File: config.mk
export PLATFORM = sky130hd
export DESIGN_NAME = sha256_hash_engine_top_flat
export DESIGN_NICKNAME = d
export VERILOG_FILES = /design/src/rtl/sha_pkg.sv /design/src/rtl/sha_if.sv /design/src/rtl/sha_dp.sv /design/src/rtl/sha_ctrl.sv /design/src/rtl/sha256_hash_engine_top.sv /design/src/flat_wrapper.sv
export SDC_FILE = /design/constraint.sdc
export NUM_CORES = 2
export LEC_CHECK = 0
export BUFFER_PORTS_ARGS = -buffer_cell sky130_fd_sc_hd__buf_2
export CAP_MARGIN = 15
export CORE_MARGIN = 1
export CORE_UTILIZATION = 44
export DETAILED_ROUTE_END_ITERATION = 10
export PLACE_DENSITY = 0.56
export SETUP_SLACK_MARGIN = 0.05
export SYNTH_ARGS = -nofsm -noshare
export SYNTH_HDL_FRONTEND = slang
export SYNTH_SLANG_ARGS = --single-unit
File: constraint.sdc
create_clock -name clk -period 18.7 [get_ports clk]
set_clock_uncertainty 0.15 [all_clocks]
set_input_delay 3.74 -clock clk [delete_from_list [all_inputs] [get_ports clk]]
set_output_delay 3.74 -clock clk [all_outputs]
set_load 0.005 [all_outputs]
File: src/rtl/sha_pkg.sv
// shared types and constants of the sha-256 hash engine
`default_nettype none

package sha_pkg;

	// byte source for the message shift register
	localparam logic [1:0] SRC_IN   = 2'd0;
	localparam logic [1:0] SRC_PAD  = 2'd1;
	localparam logic [1:0] SRC_ZERO = 2'd2;
	localparam logic [1:0] SRC_LEN  = 2'd3;

	localparam int unsigned ROUNDS = 64;

	// standard initial hash value, word 0 in the top bits
	localparam logic [255:0] IV = {
		32'h6a09e667, 32'hbb67ae85, 32'h3c6ef372, 32'ha54ff53a,
		32'h510e527f, 32'h9b05688c, 32'h1f83d9ab, 32'h5be0cd19
	};

	localparam logic [0:63][31:0] K_TAB = {
		32'h428a2f98, 32'h71374491, 32'hb5c0fbcf, 32'he9b5dba5,
		32'h3956c25b, 32'h59f111f1, 32'h923f82a4, 32'hab1c5ed5,
		32'hd807aa98, 32'h12835b01, 32'h243185be, 32'h550c7dc3,
		32'h72be5d74, 32'h80deb1fe, 32'h9bdc06a7, 32'hc19bf174,
		32'he49b69c1, 32'hefbe4786, 32'h0fc19dc6, 32'h240ca1cc,
		32'h2de92c6f, 32'h4a7484aa, 32'h5cb0a9dc, 32'h76f988da,
		32'h983e5152, 32'ha831c66d, 32'hb00327c8, 32'hbf597fc7,
		32'hc6e00bf3, 32'hd5a79147, 32'h06ca6351, 32'h14292967,
		32'h27b70a85, 32'h2e1b2138, 32'h4d2c6dfc, 32'h53380d13,
		32'h650a7354, 32'h766a0abb, 32'h81c2c92e, 32'h92722c85,
		32'ha2bfe8a1, 32'ha81a664b, 32'hc24b8b70, 32'hc76c51a3,
		32'hd192e819, 32'hd6990624, 32'hf40e3585, 32'h106aa070,
		32'h19a4c116, 32'h1e376c08, 32'h2748774c, 32'h34b0bcb5,
		32'h391c0cb3, 32'h4ed8aa4a, 32'h5b9cca4f, 32'h682e6ff3,
		32'h748f82ee, 32'h78a5636f, 32'h84c87814, 32'h8cc70208,
		32'h90befffa, 32'ha4506ceb, 32'hbef9a3f7, 32'hc67178f2
	};

	// controller to datapath commands
	typedef struct packed {
		logic       push;
		logic [1:0] src;
		logic       len_acc;
		logic       var_load;
		logic       round;
		logic [5:0] rnd;
		logic       chain_add;
		logic       dbl_load;
		logic       fin;
	} sha_cmd_t;

	// datapath status back to the controller
	typedef struct packed {
		logic [5:0] fill;
		logic       obuf_busy;
	} sha_sts_t;

endpackage

`default_nettype wire

File: src/rtl/sha_if.sv
// item channels of the sha-256 hash engine: message in, digest out, mode write
`default_nettype none

interface sha_in_if;
	logic       valid;
	logic       ready;
	logic [7:0] data_byte;
	logic       byte_present;
	logic       end_of_message;

	modport source(output valid, data_byte, byte_present, end_of_message, input ready);
	modport sink(input valid, data_byte, byte_present, end_of_message, output ready);
endinterface

interface sha_out_if;
	logic        valid;
	logic        ready;
	logic [31:0] digest_word;
	logic [2:0]  word_index;
	logic        last_word;

	modport source(output valid, digest_word, word_index, last_word, input ready);
	modport sink(input valid, digest_word, word_index, last_word, output ready);
endinterface

interface sha_cfg_if;
	logic valid;
	logic ready;
	logic double_mode;

	modport source(output valid, double_mode, input ready);
	modport sink(input valid, double_mode, output ready);
endinterface

`default_nettype wire

File: src/rtl/sha_dp.sv
// sha-256 datapath: message window, round registers, chain value, digest buffer
`default_nettype none

module sha_dp (
	input  wire logic              clk,
	input  wire logic              arst_n,
	input  wire sha_pkg::sha_cmd_t cmd,
	input  wire logic [7:0]        in_byte,
	output sha_pkg::sha_sts_t      sts,
	output logic                   out_valid,
	input  wire logic              out_ready,
	output logic [31:0]            out_word,
	output logic [2:0]             out_idx,
	output logic                   out_last
);

	function automatic logic [31:0] rotr(input logic [31:0] x, input int unsigned n);
		rotr = (x >> n) | (x << (32 - n));
	endfunction

	logic [511:0] w_q;      // word 0 in the top bits, oldest first
	logic [31:0]  a_q, b_q, c_q, d_q, e_q, f_q, g_q, h_q;
	logic [255:0] chain_q;
	logic [5:0]   fill_q;
	logic [63:0]  len_q;
	logic [255:0] obuf_q;
	logic [2:0]   oidx_q;
	logic         obusy_q;

	logic [31:0]  wt0, wt1, wt9, wt14, w_new;
	logic [31:0]  t1, t2;
	logic [7:0]   push_byte;
	logic [7:0]   len_byte;
	logic [255:0] vars;
	logic [255:0] chain_sum;
	logic         out_take;

	assign wt0  = w_q[511:480];
	assign wt1  = w_q[479:448];
	assign wt9  = w_q[223:192];
	assign wt14 = w_q[63:32];

	// next schedule word
	assign w_new = (rotr(wt14, 17) ^ rotr(wt14, 19) ^ (wt14 >> 10)) + wt9
		+ (rotr(wt1, 7) ^ rotr(wt1, 18) ^ (wt1 >> 3)) + wt0;

	assign t1 = h_q + (rotr(e_q, 6) ^ rotr(e_q, 11) ^ rotr(e_q, 25))
		+ ((e_q & f_q) ^ (~e_q & g_q)) + sha_pkg::K_TAB[cmd.rnd] + wt0;
	assign t2 = (rotr(a_q, 2) ^ rotr(a_q, 13) ^ rotr(a_q, 22))
		+ ((a_q & b_q) ^ (a_q & c_q) ^ (b_q & c_q));

	// length bytes go out most significant first while fill runs 56..63
	assign len_byte = 8'(len_q >> {~fill_q[2:0], 3'b000});

	always_comb begin
		case (cmd.src)
			sha_pkg::SRC_IN:   push_byte = in_byte;
			sha_pkg::SRC_PAD:  push_byte = 8'h80;
			sha_pkg::SRC_ZERO: push_byte = 8'h00;
			sha_pkg::SRC_LEN:  push_byte = len_byte;
			default:           push_byte = 8'h00;
		endcase
	end

	assign vars = {a_q, b_q, c_q, d_q, e_q, f_q, g_q, h_q};

	always_comb begin
		for (int i = 0; i < 8; i++) begin
			chain_sum[255 - 32 * i -: 32] = chain_q[255 - 32 * i -: 32] + vars[255 - 32 * i -: 32];
		end
	end

	assign out_take = obusy_q & out_ready;

	// control state
	always_ff @(posedge clk or negedge arst_n) begin
		if (!arst_n) begin
			chain_q <= sha_pkg::IV;
			fill_q  <= '0;
			len_q   <= '0;
			obusy_q <= 1'b0;
			oidx_q  <= '0;
		end else begin
			if (cmd.push) begin
				fill_q <= fill_q + 6'd1;
			end
			if (cmd.len_acc) begin
				len_q <= len_q + 64'd8;
			end
			if (cmd.chain_add) begin
				chain_q <= chain_sum;
			end
			if (cmd.dbl_load) begin
				chain_q <= sha_pkg::IV;
			end
			if (cmd.fin) begin
				chain_q <= sha_pkg::IV;
				fill_q  <= '0;
				len_q   <= '0;
				obusy_q <= 1'b1;
				oidx_q  <= '0;
			end else if (out_take) begin
				oidx_q <= oidx_q + 3'd1;
				if (oidx_q == 3'd7) begin
					obusy_q <= 1'b0;
				end
			end
		end
	end

	// payload
	always_ff @(posedge clk) begin
		if (cmd.push) begin
			w_q <= {w_q[503:0], push_byte};
		end else if (cmd.round) begin
			w_q <= {w_q[479:0], w_new};
		end else if (cmd.dbl_load) begin
			w_q <= {chain_q, 32'h8000_0000, 192'h0, 32'd256};
		end
		if (cmd.var_load) begin
			{a_q, b_q, c_q, d_q, e_q, f_q, g_q, h_q} <= chain_q;
		end else if (cmd.round) begin
			h_q <= g_q;
			g_q <= f_q;
			f_q <= e_q;
			e_q <= d_q + t1;
			d_q <= c_q;
			c_q <= b_q;
			b_q <= a_q;
			a_q <= t1 + t2;
		end
		if (cmd.fin) begin
			obuf_q <= chain_q;
		end else if (out_take) begin
			obuf_q <= {obuf_q[223:0], 32'h0};
		end
	end

	assign sts.fill      = fill_q;
	assign sts.obuf_busy = obusy_q;

	assign out_valid = obusy_q;
	assign out_word  = obuf_q[255:224];
	assign out_idx   = oidx_q;
	assign out_last  = (oidx_q == 3'd7);

	a_fin_free: assert property (@(posedge clk) disable iff (!arst_n)
		cmd.fin |-> !obusy_q)
		else $error("digest buffer loaded while still draining");

	a_drain_end: assert property (@(posedge clk) disable iff (!arst_n)
		(out_take && oidx_q == 3'd7 && !cmd.fin) |=> !obusy_q)
		else $error("digest buffer busy after last word");

	a_push_excl: assert property (@(posedge clk) disable iff (!arst_n)
		cmd.push |-> !cmd.round && !cmd.dbl_load && !cmd.var_load)
		else $error("byte push overlaps compression");

endmodule

`default_nettype wire

File: src/rtl/sha_ctrl.sv
// sha-256 controller: byte intake, padding sequence, compression rounds, double pass
`default_nettype none

module sha_ctrl (
	input  wire logic              clk,
	input  wire logic              arst_n,
	input  wire logic              in_valid,
	output logic                   in_ready,
	input  wire logic              byte_present,
	input  wire logic              end_of_message,
	input  wire logic              cfg_valid,
	output logic                   cfg_ready,
	input  wire logic              cfg_double_mode,
	input  wire sha_pkg::sha_sts_t sts,
	output sha_pkg::sha_cmd_t      cmd
);

	localparam logic [3:0] S_IDLE  = 4'd0;
	localparam logic [3:0] S_CINIT = 4'd1;
	localparam logic [3:0] S_ROUND = 4'd2;
	localparam logic [3:0] S_CADD  = 4'd3;
	localparam logic [3:0] S_PAD80 = 4'd4;
	localparam logic [3:0] S_PADZ  = 4'd5;
	localparam logic [3:0] S_PLEN  = 4'd6;
	localparam logic [3:0] S_POST  = 4'd7;
	localparam logic [3:0] S_DLOAD = 4'd8;
	localparam logic [3:0] S_FIN   = 4'd9;

	localparam logic [5:0] FILL_LAST = 6'd63;
	localparam logic [5:0] FILL_LEN  = 6'd56;
	localparam logic [5:0] RND_LAST  = 6'(sha_pkg::ROUNDS - 1);

	logic [3:0] state_q, state_d;
	logic [3:0] ret_q, ret_d;
	logic [5:0] rnd_q, rnd_d;
	logic       mode_q;      // configured double mode
	logic       dbl_q, dbl_d;  // mode sampled on the end item
	logic       second_q, second_d;
	logic       wrap;

	assign in_ready  = (state_q == S_IDLE);
	assign cfg_ready = 1'b1;
	assign wrap      = (sts.fill == FILL_LAST);

	always_comb begin
		state_d  = state_q;
		ret_d    = ret_q;
		rnd_d    = rnd_q;
		dbl_d    = dbl_q;
		second_d = second_q;
		cmd      = '0;
		cmd.rnd  = rnd_q;
		case (state_q)
			S_IDLE: begin
				if (in_valid) begin
					if (end_of_message) begin
						dbl_d = mode_q;
					end
					if (byte_present) begin
						cmd.push    = 1'b1;
						cmd.src     = sha_pkg::SRC_IN;
						cmd.len_acc = 1'b1;
					end
					if (byte_present && wrap) begin
						ret_d   = end_of_message ? S_PAD80 : S_IDLE;
						state_d = S_CINIT;
					end else if (end_of_message) begin
						state_d = S_PAD80;
					end
				end
			end
			S_CINIT: begin
				cmd.var_load = 1'b1;
				rnd_d        = '0;
				state_d      = S_ROUND;
			end
			S_ROUND: begin
				cmd.round = 1'b1;
				rnd_d     = rnd_q + 6'd1;
				if (rnd_q == RND_LAST) begin
					state_d = S_CADD;
				end
			end
			S_CADD: begin
				cmd.chain_add = 1'b1;
				state_d       = ret_q;
			end
			S_PAD80: begin
				cmd.push = 1'b1;
				cmd.src  = sha_pkg::SRC_PAD;
				if (wrap) begin
					ret_d   = S_PADZ;
					state_d = S_CINIT;
				end else begin
					state_d = S_PADZ;
				end
			end
			S_PADZ: begin
				if (sts.fill == FILL_LEN) begin
					state_d = S_PLEN;
				end else begin
					cmd.push = 1'b1;
					cmd.src  = sha_pkg::SRC_ZERO;
					if (wrap) begin
						ret_d   = S_PADZ;
						state_d = S_CINIT;
					end
				end
			end
			S_PLEN: begin
				cmd.push = 1'b1;
				cmd.src  = sha_pkg::SRC_LEN;
				if (wrap) begin
					ret_d   = S_POST;
					state_d = S_CINIT;
				end
			end
			S_POST: begin
				state_d = (dbl_q && !second_q) ? S_DLOAD : S_FIN;
			end
			S_DLOAD: begin
				cmd.dbl_load = 1'b1;
				second_d     = 1'b1;
				ret_d        = S_FIN;
				state_d      = S_CINIT;
			end
			S_FIN: begin
				if (!sts.obuf_busy) begin
					cmd.fin  = 1'b1;
					second_d = 1'b0;
					state_d  = S_IDLE;
				end
			end
			default: begin
				state_d = S_IDLE;
			end
		endcase
	end

	always_ff @(posedge clk or negedge arst_n) begin
		if (!arst_n) begin
			state_q  <= S_IDLE;
			ret_q    <= S_IDLE;
			rnd_q    <= '0;
			mode_q   <= 1'b0;
			dbl_q    <= 1'b0;
			second_q <= 1'b0;
		end else begin
			state_q  <= state_d;
			ret_q    <= ret_d;
			rnd_q    <= rnd_d;
			dbl_q    <= dbl_d;
			second_q <= second_d;
			if (cfg_valid) begin
				mode_q <= cfg_double_mode;
			end
		end
	end

	a_round_start: assert property (@(posedge clk) disable iff (!arst_n)
		(state_q == S_CINIT) |=> (state_q == S_ROUND && rnd_q == 6'd0))
		else $error("compression did not start at round zero");

	a_round_end: assert property (@(posedge clk) disable iff (!arst_n)
		(state_q == S_ROUND && rnd_q == RND_LAST) |=> (state_q == S_CADD))
		else $error("compression ran past the last round");

	a_full_block: assert property (@(posedge clk) disable iff (!arst_n)
		(cmd.push && wrap) |=> (state_q == S_CINIT))
		else $error("full block not sent to compression");

	a_len_pos: assert property (@(posedge clk) disable iff (!arst_n)
		(state_q == S_PLEN) |-> (sts.fill[5:3] == 3'b111))
		else $error("length bytes outside the last eight block bytes");

endmodule

`default_nettype wire

File: src/rtl/sha256_hash_engine_top.sv
// top level of the byte-serial sha-256 hash engine
// throughput: a byte per cycle into the block while the controller waits for bytes; intake then
// pauses for each full block's compression (load, 64 rounds, chain add); after the end item, the
// padding bytes (9 to 72) go in and one or two blocks, plus one more in double mode, are compressed
// digest words leave an eight-word buffer one per ready cycle; a finished digest waits for it to empty
// reset: asynchronous, active low; chain value returns to the initial hash, double mode off
`default_nettype none

module sha256_hash_engine_top (
	input  wire logic clk,
	input  wire logic arst_n,
	sha_in_if.sink    in_ch,
	sha_out_if.source out_ch,
	sha_cfg_if.sink   cfg_ch
);

	// command and status between the controller and the datapath
	sha_pkg::sha_cmd_t cmd;
	sha_pkg::sha_sts_t sts;

	// controller: accepts items only while waiting for message bytes,
	// walks the padding bytes and the rounds of each compression
	sha_ctrl u_ctrl (
		.clk             (clk),
		.arst_n          (arst_n),
		.in_valid        (in_ch.valid),
		.in_ready        (in_ch.ready),
		.byte_present    (in_ch.byte_present),
		.end_of_message  (in_ch.end_of_message),
		.cfg_valid       (cfg_ch.valid),
		.cfg_ready       (cfg_ch.ready),
		.cfg_double_mode (cfg_ch.double_mode),
		.sts             (sts),
		.cmd             (cmd)
	);

	// datapath: 512-bit message window that doubles as the schedule shift line,
	// eight working variables, chain value, and the digest output buffer
	sha_dp u_dp (
		.clk       (clk),
		.arst_n    (arst_n),
		.cmd       (cmd),
		.in_byte   (in_ch.data_byte),
		.sts       (sts),
		.out_valid (out_ch.valid),
		.out_ready (out_ch.ready),
		.out_word  (out_ch.digest_word),
		.out_idx   (out_ch.word_index),
		.out_last  (out_ch.last_word)
	);

endmodule

`default_nettype wire

File: src/flat_wrapper.sv
// flat-port wrapper written by rule: the top's interface ports become plain ports
module sha256_hash_engine_top_flat 
  (clk, arst_n, in_ch_valid, in_ch_data_byte, in_ch_byte_present, in_ch_end_of_message, in_ch_ready, out_ch_valid, out_ch_digest_word, out_ch_word_index, out_ch_last_word, out_ch_ready, cfg_ch_valid, cfg_ch_double_mode, cfg_ch_ready);
  sha_in_if in_ch_i ();
  sha_out_if out_ch_i ();
  sha_cfg_if cfg_ch_i ();
  input  wire logic clk;
  input  wire logic arst_n;
  input wire logic [$bits(in_ch_i.valid)-1:0] in_ch_valid;
  input wire logic [$bits(in_ch_i.data_byte)-1:0] in_ch_data_byte;
  input wire logic [$bits(in_ch_i.byte_present)-1:0] in_ch_byte_present;
  input wire logic [$bits(in_ch_i.end_of_message)-1:0] in_ch_end_of_message;
  output wire logic [$bits(in_ch_i.ready)-1:0] in_ch_ready;
  output wire logic [$bits(out_ch_i.valid)-1:0] out_ch_valid;
  output wire logic [$bits(out_ch_i.digest_word)-1:0] out_ch_digest_word;
  output wire logic [$bits(out_ch_i.word_index)-1:0] out_ch_word_index;
  output wire logic [$bits(out_ch_i.last_word)-1:0] out_ch_last_word;
  input wire logic [$bits(out_ch_i.ready)-1:0] out_ch_ready;
  input wire logic [$bits(cfg_ch_i.valid)-1:0] cfg_ch_valid;
  input wire logic [$bits(cfg_ch_i.double_mode)-1:0] cfg_ch_double_mode;
  output wire logic [$bits(cfg_ch_i.ready)-1:0] cfg_ch_ready;
  assign in_ch_i.valid = in_ch_valid;
  assign in_ch_i.data_byte = in_ch_data_byte;
  assign in_ch_i.byte_present = in_ch_byte_present;
  assign in_ch_i.end_of_message = in_ch_end_of_message;
  assign in_ch_ready = in_ch_i.ready;
  assign out_ch_valid = out_ch_i.valid;
  assign out_ch_digest_word = out_ch_i.digest_word;
  assign out_ch_word_index = out_ch_i.word_index;
  assign out_ch_last_word = out_ch_i.last_word;
  assign out_ch_i.ready = out_ch_ready;
  assign cfg_ch_i.valid = cfg_ch_valid;
  assign cfg_ch_i.double_mode = cfg_ch_double_mode;
  assign cfg_ch_ready = cfg_ch_i.ready;
  sha256_hash_engine_top u_core (.clk(clk), .arst_n(arst_n), .in_ch(in_ch_i), .out_ch(out_ch_i), .cfg_ch(cfg_ch_i));
endmodule
==> results.rst <==
.. list-table::
   :header-rows: 1

   * - Metric
     - Value
   * - Clock root buffer
     - clkbuf_16
   * - Max incr delay on CP
     - 800 ps
   * - Horizontal extent of the die
     - 447.3 um
   * - Total nets after synthesis
     - 9889
   * - # hold bufs at CTS
     - 0
   * - Max Cap Viol
     - 0
   * - Most instantiated flip-flop cell in the synthesis netlist
     - edfxtp_1
   * - Average detailed-routed wire length per instance
     - 30.08 um
   * - WL final
     - 354400 um
   * - Clock latency on the worst-skew pair
     - 840 ps
   * - Maximum number of pins on one net before global-route repair
     - 183
   * - Number of gates given a new drive strength after cts
     - 0
   * - Most repeated library cell on the critical path
     - inv_1
   * - Worst min-delay path category
     - flip-flop to flip-flop
   * - Max Fanout on Critical Path
     - 22
   * - Type of the worst setup path
     - flip-flop to flip-flop
   * - Critical path capture point type
     - flip-flop
   * - Mean cell area of the mapped netlist
     - 9.407 um^2
   * - Crit Reg-Reg Endpoint
     - u_core.u_dp.a_q[30]
   * - Cell count after synthesis
     - 9276
   * - Register bit total from synthesis
     - 1368
   * - Clock sink total
     - 1368
   * - Post-Syn Area
     - 0.08726 mm^2
   * - Number of routed nets with antenna violations
     - 0
   * - Worst path required time
     - 19090 ps
   * - Status
     - finished, final reports clean
   * - Final hold violations
     - 0
   * - Overall overflow remaining after global route
     - 0
   * - Minimum setup slack among reg-to-reg paths
     - 9080 ps
   * - Global-route wire length before repair
     - 497600 um
   * - Synth unique cells
     - 99
   * - Worst slew slack as a fraction of its limit
     - 18.83%
   * - Cell Rows
     - 163
   * - Cell with the biggest individual delay on the critical path
     - ha_1
   * - Number of global-route vias before repair
     - 66.86k
   * - Transition at the pin with the smallest max-transition slack
     - 1218 ps
   * - Core area
     - 0.1972 mm^2
   * - Layout area overhead
     - 8.736%
   * - Sequential fraction of the synthesis area
     - 45.30%
   * - Clock buffers created by TritonCTS
     - 161
   * - Setup repair after global routing missed its margin
     - no
   * - Deepest clock path buffer count
     - 3
   * - Total die area
     - 0.2001 mm^2
   * - Async set-or-reset flop fraction in the synthesized netlist
     - 25.15%
   * - Portion of the clock cycle consumed by the worst path in the final layout
     - 51.44%
   * - Hold path start
     - u_core.u_ctrl.ret_q[3]
   * - TritonCTS clock tree
     - yes
   * - CTS clock-pin slew for the worst setup and hold paths
     - 60 ps
   * - Data arrival time of the critical path
     - 10010 ps
   * - Number of synthesis warnings
     - 0
   * - Routed via count
     - 71.61k
   * - Sum of negative setup slack
     - 0 ps
   * - Number of DRC markers after the initial detailed-route iteration
     - 8350
   * - Final-report max-slew violation count
     - 0
   * - Initial DRT Pass Iterations
     - 6
   * - Highest achievable clock rate
     - 0.1039 GHz
   * - Hold Crit Depth
     - 2
   * - Share of layout cells above drive strength 1
     - 7.258%
   * - Overall Global Routing Usage
     - 34.89%
   * - Startpoint type of the worst setup path
     - flip-flop
   * - Min-Delay Endpoint
     - u_core.u_ctrl.ret_q[3]
   * - Cell type contributing the most total cell area after synthesis
     - edfxtp_1
   * - Net total in the final layout
     - 9609
   * - Number of synthesized flops with an enable pin
     - 1024
   * - Final Worst Setup Slack
     - 9080 ps
   * - Worst r2r path cells
     - 35
   * - Reg2Reg Launch Point
     - u_core.u_ctrl.rnd_q[1]
   * - Port Buffer Count
     - 53
   * - Post-detailed-route DRC marker count
     - 0
   * - Number of failing setup endpoints in the final timing report
     - 0
   * - Via density per instance
     - 6.077
   * - Die Y-Extent
     - 447.3 um
   * - Proportion of netlist area held by the largest area contributor
     - 35.24%
   * - I/O pin count
     - 55
   * - Final worst path period need
     - 9620 ps
   * - Antenna violations before repair
     - 24
   * - Largest cells by area after synthesis
     - edfxtp_1 35%, nand2_1 9.4%, dfrtp_1 6.0%
   * - Half-perimeter wire length after detailed placement
     - 262200 um
   * - Effective utilization at floorplan
     - 44.25%
   * - Setup repair bufs after CTS
     - 0
   * - H-tree level count
     - 4
   * - Routability-driven placement congestion ratio
     - 0.9842
   * - Pre-CTS setup slack
     - 9198 ps
cell usage in the layout, fill, tap and decap left out, drive strengths merged, types with 48 or more instances in the layout:
cell type,count
nand3,99
edfxtp,1024
a21o,159
dfstp,136
o21bai,58
clkbuf,212
ha,400
xnor2,361
a21oi,511
nand2,2181
o31ai,48
o21ai,462
clkinv,56
o21a,63
inv,406
nand2b,60
xor2,250
a31oi,309
nor2,705
and2,55
nor3,102
dfrtp,208
buf,146
a211oi,56
fa,197
a22o,248
worst max-delay path by stage:
stage / start / end / depth (start not counted)
floorplan: in_ch_valid / u_core.u_dp.w_q[0] / 7
global placement: u_core.u_ctrl.rnd_q[1] / u_core.u_dp.a_q[24] / 35
detailed placement: u_core.u_ctrl.rnd_q[1] / u_core.u_dp.a_q[30] / 35
CTS: u_core.u_ctrl.rnd_q[1] / u_core.u_dp.a_q[24] / 35
global route: u_core.u_ctrl.rnd_q[1] / u_core.u_dp.a_q[30] / 35
finish: u_core.u_ctrl.rnd_q[1] / u_core.u_dp.a_q[30] / 35
metal layers:
metal / GRT usage, % / up-vias / wire (um)
met5: 0 / - / 11
met4: 16.90 / 2 / 19590
met3: 4.953 / 578 / 27870
met2: 52.07 / 3370 / 153600
met1: 49.64 / 35720 / 153400
li1: - / 31940 / -
cells in the mapped netlist, types with 34 or more instances:
master and count:
a211oi_1 54, o21a_1 63, nor2b_1 44, nand2b_1 59
a22o_1 248, buf_4 34, and3_1 46, ha_1 400
o21bai_1 58, o31ai_1 45, or3_1 45, dfrtp_1 208
a31oi_1 309, xnor2_1 361, fa_1 197, nand2_1 2180
nand3_1 98, a21o_1 159, inv_1 395, nor3_1 100
xor2_1 250, dfstp_2 136, o211ai_1 44, edfxtp_1 1024
a21oi_1 510, mux2_2 39, clkbuf_1 522, and2_1 54
o21ai_0 460, nor2_1 704
cell type report:
class | instances | area [um^2]
fillers | 18630 | 102300
multi-input cells | 6923 | 43980
well taps | 2640 | 3303
inverters | 396 | 1494
flip-flops and latches | 1368 | 39540
diodes | 9 | 22.52
clock inverters | 90 | 1037
clock buffers | 212 | 4412
repair buffers | 146 | 1099
per-stage QoR:
stage                     hold WS [ps]  utilization [%]  area (um^2)  cells
after floorplan                  291.4                -        87260   9276
after CTS                        326.9            48.10        94860  11780
after global routing             364.4            48.11        94870  11780
after detailed placement         311.9            45.34        89420  11470
final                            326.2            48.11        94890  11780
after global placement           307.9            45.34        89420  11470
registers in the layout (all words and copies together) (netlist names):
register and cells:
u_core.u_dp.e_q 32, u_core.u_dp.fill_q 6, u_core.u_ctrl.mode_q 1, u_core.u_dp.d_q 32, u_core.u_dp.chain_q 256, u_core.u_dp.f_q 32
u_core.u_dp.g_q 32, u_core.u_ctrl.rnd_q 6, u_core.u_dp.len_q 61, u_core.u_dp.a_q 32, u_core.u_dp.c_q 32, u_core.u_ctrl.state_q 4
u_core.u_dp.w_q 512, u_core.u_ctrl.second_q 1, u_core.u_dp.obuf_q 256, u_core.u_dp.out_valid 1, u_core.u_ctrl.ret_q 4, u_core.u_dp.h_q 32
u_core.u_dp.b_q 32, u_core.u_ctrl.dbl_q 1, u_core.u_dp.out_idx 3
critical path: cells and delay by family, from the launching register on:
| family | cells | cell delay, ps |
|---|---|---|
| xor gates and xnor gates | 2 | 720 |
| adders and majority gates | 6 | 2570 |
| AOI/OAI and AO/OA | 14 | 2720 |
| buffers and inverters | 5 | 700 |
| DFF | 1 | 320 |
| and+or+nand+nor | 7 | 1630 |
| muxes | 1 | 510 |
cell families after synthesis:
family                     share of synthesized area (%)
xor gates and xnor gates                           6.132
DFF                                                45.30
buffers and inverters                              4.405
other                                           0.004297
muxes                                              1.269
AOI/OAI and AO/OA                                  16.31
and+or+nand+nor                                    16.30
adders and majority gates                          10.28
Power is not shown: default switching activity piles up to over one toggle a cycle in this logic, so the estimate is an artifact.
